## src/hdl/plt_pkg.sv

```systemverilog
// Shared types and constants for the piecewise-linear transfer-curve table.
// Used by plt_ctrl, plt_dp, piecewise_linear_table and the bench; depends on nothing else.
package plt_pkg;

  // Default table geometry.
  localparam int DEFAULT_DEPTH      = 256;
  localparam int DEFAULT_VALUE_BITS = 16;

  // Fixed field widths on the stream ports.
  localparam int INDEX_W = 8;
  localparam int VALUE_W = 16;
  localparam int READ_W  = 16;

  // Packed stream widths and field positions.
  localparam int S_TDATA_W = 32;
  localparam int S_TUSER_W = 1;
  localparam int M_TDATA_W = 16;
  localparam int INDEX_LSB = 0;
  localparam int VALUE_LSB = 8;
  localparam int KNOT_BIT  = 24;

  // Operation codes carried in tuser.
  localparam logic OP_WRITE = 1'b0;
  localparam logic OP_READ  = 1'b1;

  // Commands from the controller to the datapath.
  typedef struct packed {
    logic accept;    // input transaction taken this cycle
    logic clear;     // zero one table entry (post-reset sweep)
    logic find;      // locate the knots around the read index
    logic fetch;     // read both knot values from the table
    logic mult;      // form offset times difference
    logic prep;      // split the product into sign and magnitude
    logic div_step;  // one restoring-division step
    logic out_load;  // load the output register
  } plt_cmd_t;

  // Status from the datapath to the controller.
  typedef struct packed {
    logic clear_last;  // the clearing sweep is at the last entry
    logic in_range;    // the read index lies inside the table
    logic is_knot;     // the read index is itself a knot
  } plt_sts_t;

endpackage

```

## src/hdl/plt_ctrl.sv

```systemverilog
// Controller state machine for the piecewise-linear table.
// Depends on plt_pkg for the command and status structs and the operation codes.
module plt_ctrl #(
  parameter int VALUE_BITS = plt_pkg::DEFAULT_VALUE_BITS
) (
  input  logic              clk,
  input  logic              rst,
  input  logic              s_tvalid,
  output logic              s_tready,
  input  logic              op,
  output logic              m_tvalid,
  input  logic              m_tready,
  output plt_pkg::plt_cmd_t cmd,
  input  plt_pkg::plt_sts_t sts
);
  import plt_pkg::*;

  localparam int CW = $clog2(VALUE_BITS);

  typedef enum logic [6:0] {
    ST_CLEAR = 7'b0000001,
    ST_IDLE  = 7'b0000010,
    ST_FIND  = 7'b0000100,
    ST_FETCH = 7'b0001000,
    ST_MULT  = 7'b0010000,
    ST_PREP  = 7'b0100000,
    ST_DIV   = 7'b1000000
  } plt_state_t;

  plt_state_t    state, state_next;
  logic [CW-1:0] step, step_next;
  logic          out_pend;
  logic          out_free;

  // The output stage is reached from several states, so it is a flag of its own.
  assign out_free = !m_tvalid || m_tready;

  always_comb begin
    state_next   = state;
    step_next    = step;
    cmd          = '0;
    s_tready     = (state == ST_IDLE) && !out_pend;
    cmd.accept   = s_tvalid && s_tready;
    cmd.out_load = out_pend && out_free;
    case (state)
      ST_CLEAR: begin
        cmd.clear = 1'b1;
        if (sts.clear_last) begin
          state_next = ST_IDLE;
        end
      end
      ST_IDLE: begin
        if (cmd.accept && (op == OP_READ)) begin
          state_next = ST_FIND;
        end
      end
      ST_FIND: begin
        cmd.find   = 1'b1;
        state_next = sts.in_range ? ST_FETCH : ST_IDLE;
      end
      ST_FETCH: begin
        cmd.fetch  = 1'b1;
        state_next = sts.is_knot ? ST_IDLE : ST_MULT;
      end
      ST_MULT: begin
        cmd.mult   = 1'b1;
        state_next = ST_PREP;
      end
      ST_PREP: begin
        cmd.prep   = 1'b1;
        step_next  = '0;
        state_next = ST_DIV;
      end
      ST_DIV: begin
        cmd.div_step = 1'b1;
        step_next    = step + CW'(1);
        if (step == CW'(VALUE_BITS - 1)) begin
          state_next = ST_IDLE;
        end
      end
      default: begin
        state_next = ST_IDLE;
      end
    endcase
  end

  always_ff @(posedge clk) begin
    if (rst) begin
      state    <= ST_CLEAR;
      step     <= '0;
      out_pend <= 1'b0;
      m_tvalid <= 1'b0;
    end else begin
      state <= state_next;
      step  <= step_next;
      // A read result becomes pending when its work is done, and leaves
      // for the output register as soon as that register is free.
      if ((state == ST_FIND && !sts.in_range) || (state == ST_FETCH && sts.is_knot) ||
          (state == ST_DIV && step == CW'(VALUE_BITS - 1))) begin
        out_pend <= 1'b1;
      end else if (cmd.out_load) begin
        out_pend <= 1'b0;
      end
      if (cmd.out_load) begin
        m_tvalid <= 1'b1;
      end else if (m_tready) begin
        m_tvalid <= 1'b0;
      end
    end
  end

endmodule

```

## config.mk

```make
export PLATFORM = sky130hd
export DESIGN_NAME = plt_ctrl
export DESIGN_NICKNAME = d
export VERILOG_FILES = /design/src/hdl/plt_pkg.sv /design/src/hdl/plt_ctrl.sv
export SDC_FILE = /design/constraint.sdc
export NUM_CORES = 1
export LEC_CHECK = 0
export ABC_CLOCK_PERIOD_IN_PS = 3000
export BUFFER_PORTS_ARGS = -buffer_cell sky130_fd_sc_hd__buf_4
export CAP_MARGIN = 40
export CORE_MARGIN = 4
export CORE_UTILIZATION = 30
export DETAILED_ROUTE_END_ITERATION = 12
export SKIP_LAST_GASP = 1
export SLEW_MARGIN = 10
export SYNTH_ARGS = -nofsm -noshare
export SYNTH_HDL_FRONTEND = slang
export SYNTH_SLANG_ARGS = --single-unit
```

## constraint.sdc

```tcl
create_clock -name clk -period 3 [get_ports clk]
set_clock_uncertainty 0.15 [all_clocks]
set_input_delay 0.75 -clock clk [delete_from_list [all_inputs] [get_ports clk]]
set_output_delay 0.75 -clock clk [all_outputs]
set_load 0.005 [all_outputs]
```

==> summary.txt <==
Status
  • Status: complete, no violations

Floorplanning
  • Die H: 58.2 um
  • # rows: 17
  • Die width: 58.2 um
  • Total core area: 0.00230 mm2
  • Starting density of the core: 0.330
  • # IOs: 18
  • Die area: 0.00339 mm2

Layout
  • Area delta synth->final: 23.1%
  • Final Instance Count excl. Fillers: 137
  • Final core utilization: 0.406
  • N_diodes: 0
  • Nets: 119
  • Layout cell share with drive strength beyond 1: 0.248
  • Post-layout instance area: 932 um2

Placed design
  • GPL Wtd Cong: 0.811
  • I/O Buffers: 17
  • Area after DPL: 906 um2
  • Pre-CTS setup slack: 0.546 ns
  • Detailed Place HPWL: 1.32 mm
  • Placed Cells: 133

STA
  • Hold Slack: 0.375 ns
  • Final hold vios: 0
  • Max Transition Viols Final: 0
  • Slew @ Worst Pin: 0.330 ns
  • Final setup fails: 0
  • F_max: 360 MHz
  • Final min period: 2.77 ns
  • Final period util: 0.925
  • RSZ-0062 raised after global routing: false
  • Rel. slew slack: 0.779
  • Post-Route Setup TNS: 0 ns
  • Final worst setup slack: 0.225 ns

Synthesis
  • Synth top area cells: dfxtp_1 34%, nor2_1 6.9%, nand3_1 3.3%
  • Sequential area share after synthesis: 0.344
  • Post-synth EDFFs: 0
  • Top post-synthesis cells by count: 14 x nor2_1, 13 x dfxtp_1, 5 x nand3_1
  • Mean Syn Cell Area: 8.23 um2
  • Post-Syn Nets: 101
  • Top_reg_cell synth: dfxtp_1
  • Most instantiated library cell after synthesis: nor2_1
  • Synth Warn #: 0
  • Ys async rst share: 0
  • Post-Synthesis Cells: 92
  • #FFs+latches synth: 13
  • Post-synth top area cell: dfxtp_1
  • Synth cell types: 40
  • Mapped Area: 757 um2
  • Synth top area share: 0.344

Drt
  • 1st-iter DRT viols: 13
  • Vias/cell: 5.24
  • DR vias: 718
  • Residual DRC: 0
  • WL final: 1.72 mm
  • Drt wl/cell: 12.6 um
  • Routed Antenna Nets: 0
  • TritonRoute pass-1 iters: 4

Clock network
  • Cts bufs inserted: 3
  • Post-CTS Hold Fix Bufs: 0
  • Total setup buffers inserted after CTS: 0
  • Clk pin slew, worst setup/hold paths: 0.08 ns
  • Clock insertion delay at the later pin of the skew report: 0.29 ns
  • Num Clock Sinks: 13
  • CTS resizes: 0
  • TritonCTS clock tree: built
  • Root buf cell: clkbuf_4
  • Clk buf depth: 2
  • Htree depth: 1

Pwr
  • Maximum vdd drop: 0.000216 V
  • Leak pwr: 0.380 nW
  • Total power: 0.337 mW
  • PD cells: 361 mW/mm2

Min path
  • HP Class: reg -> reg

GRT
  • Vias in the first global route: 660
  • Total gr overflow: 0
  • Total track usage: 0.109
  • Pin count of the biggest net entering global routing: 14
  • First-pass GRT wire length: 2.77 mm
  • Initial antenna violation count: 0

Setup path
  • Crit end category: output pin
  • Worst Path Buf+Inv: 1
  • Critical Path Max Stage Delay: 0.64 ns
  • Worst EP arrival: 1.87 ns
  • Worst setup path class: reg -> out
  • CP Data Required Time: 2.10 ns
  • CP delay by family, top: simple AND/OR/NAND/NOR gates
  • CP cell instances: or4_1, nor3_4, buf_4
  • Critical-path top delay cell: or4_1
  • Crit start category: register
  • Crit path max fanout: 11

Run
  • Max Cap Violations: 0
==> area by class of cell <==
class	count	area, um2
clock buffer	4	26.3
multi-input combinational	72	468
inverter	2	7.51
tap	28	35.0
sequential	13	260
timing repair buffer	18	135
fill	243	1370
==> metal layers <==
layer | vias to the layer above | GRT usage | routed length, um
li1 | 371 | - | -
met4 | 0 | 0.0993 | 66
met1 | 325 | 0.134 | 855
met5 | - | 0 | 0
met2 | 17 | 0.166 | 716
met3 | 5 | 0.0111 | 84
==> kinds of logic (layout without fill, tap and decap cells) <==
kind of cell	after synthesis	after routing	share of synthesized area
simple gates	53	53	0.430
xor+xnor	2	2	0.0231
fa+ha+maj	1	1	0.0165
buf+inv	7	24	0.0380
compound gates	15	15	0.136
mux	1	1	0.0132
flops	13	13	0.344
==> report_power, final <==
group	internal [mW]	switching, mW
Sequential	0.175	0.00397
Combinational	0.0225	0.0200
Clock	0.0518	0.0631
==> path summary, 6_finish.rpt <==
kind / from / to / slack [ns] / depth (start not counted)
min: step[3]$_SDFFE_PP0P_ / step[3]$_SDFFE_PP0P_ / 0.37 / 2
max reg2reg: state[3]$_SDFFE_PP0P_ / step[2]$_SDFFE_PP0P_ / 1.03 / 4
max: state[3]$_SDFFE_PP0P_ / cmd[1] / 0.23 / 3
min reg2reg: step[3]$_SDFFE_PP0P_ / step[3]$_SDFFE_PP0P_ / 0.37 / 2
==> cells in the final DEF, fill, tap and decap left out, drive strengths merged, types with 3 or more instances in the layout <==
master,Yosys,routed
buf,3,18
nor2,14,14
dfxtp,13,13
nand3,5,5
nor2b,4,4
nor3,4,4
clkbuf,2,4
or4,3,3
nand2b,3,3
nor4,3,3
nand2,3,3
o21ai,3,3
==> tightest hold or removal path, stage by stage, from the launching register on <==
cell and delay (ns):
dfxtp_1 0.34, nand2_1 0.06, a31oi_1 0.07
==> sequential cells by signal (all words and copies together), names as in the netlist <==
signal	cells
m_tvalid	1
step	4
state	7
out_pend	1
Note: power is estimated with default switching activity, not from simulation.
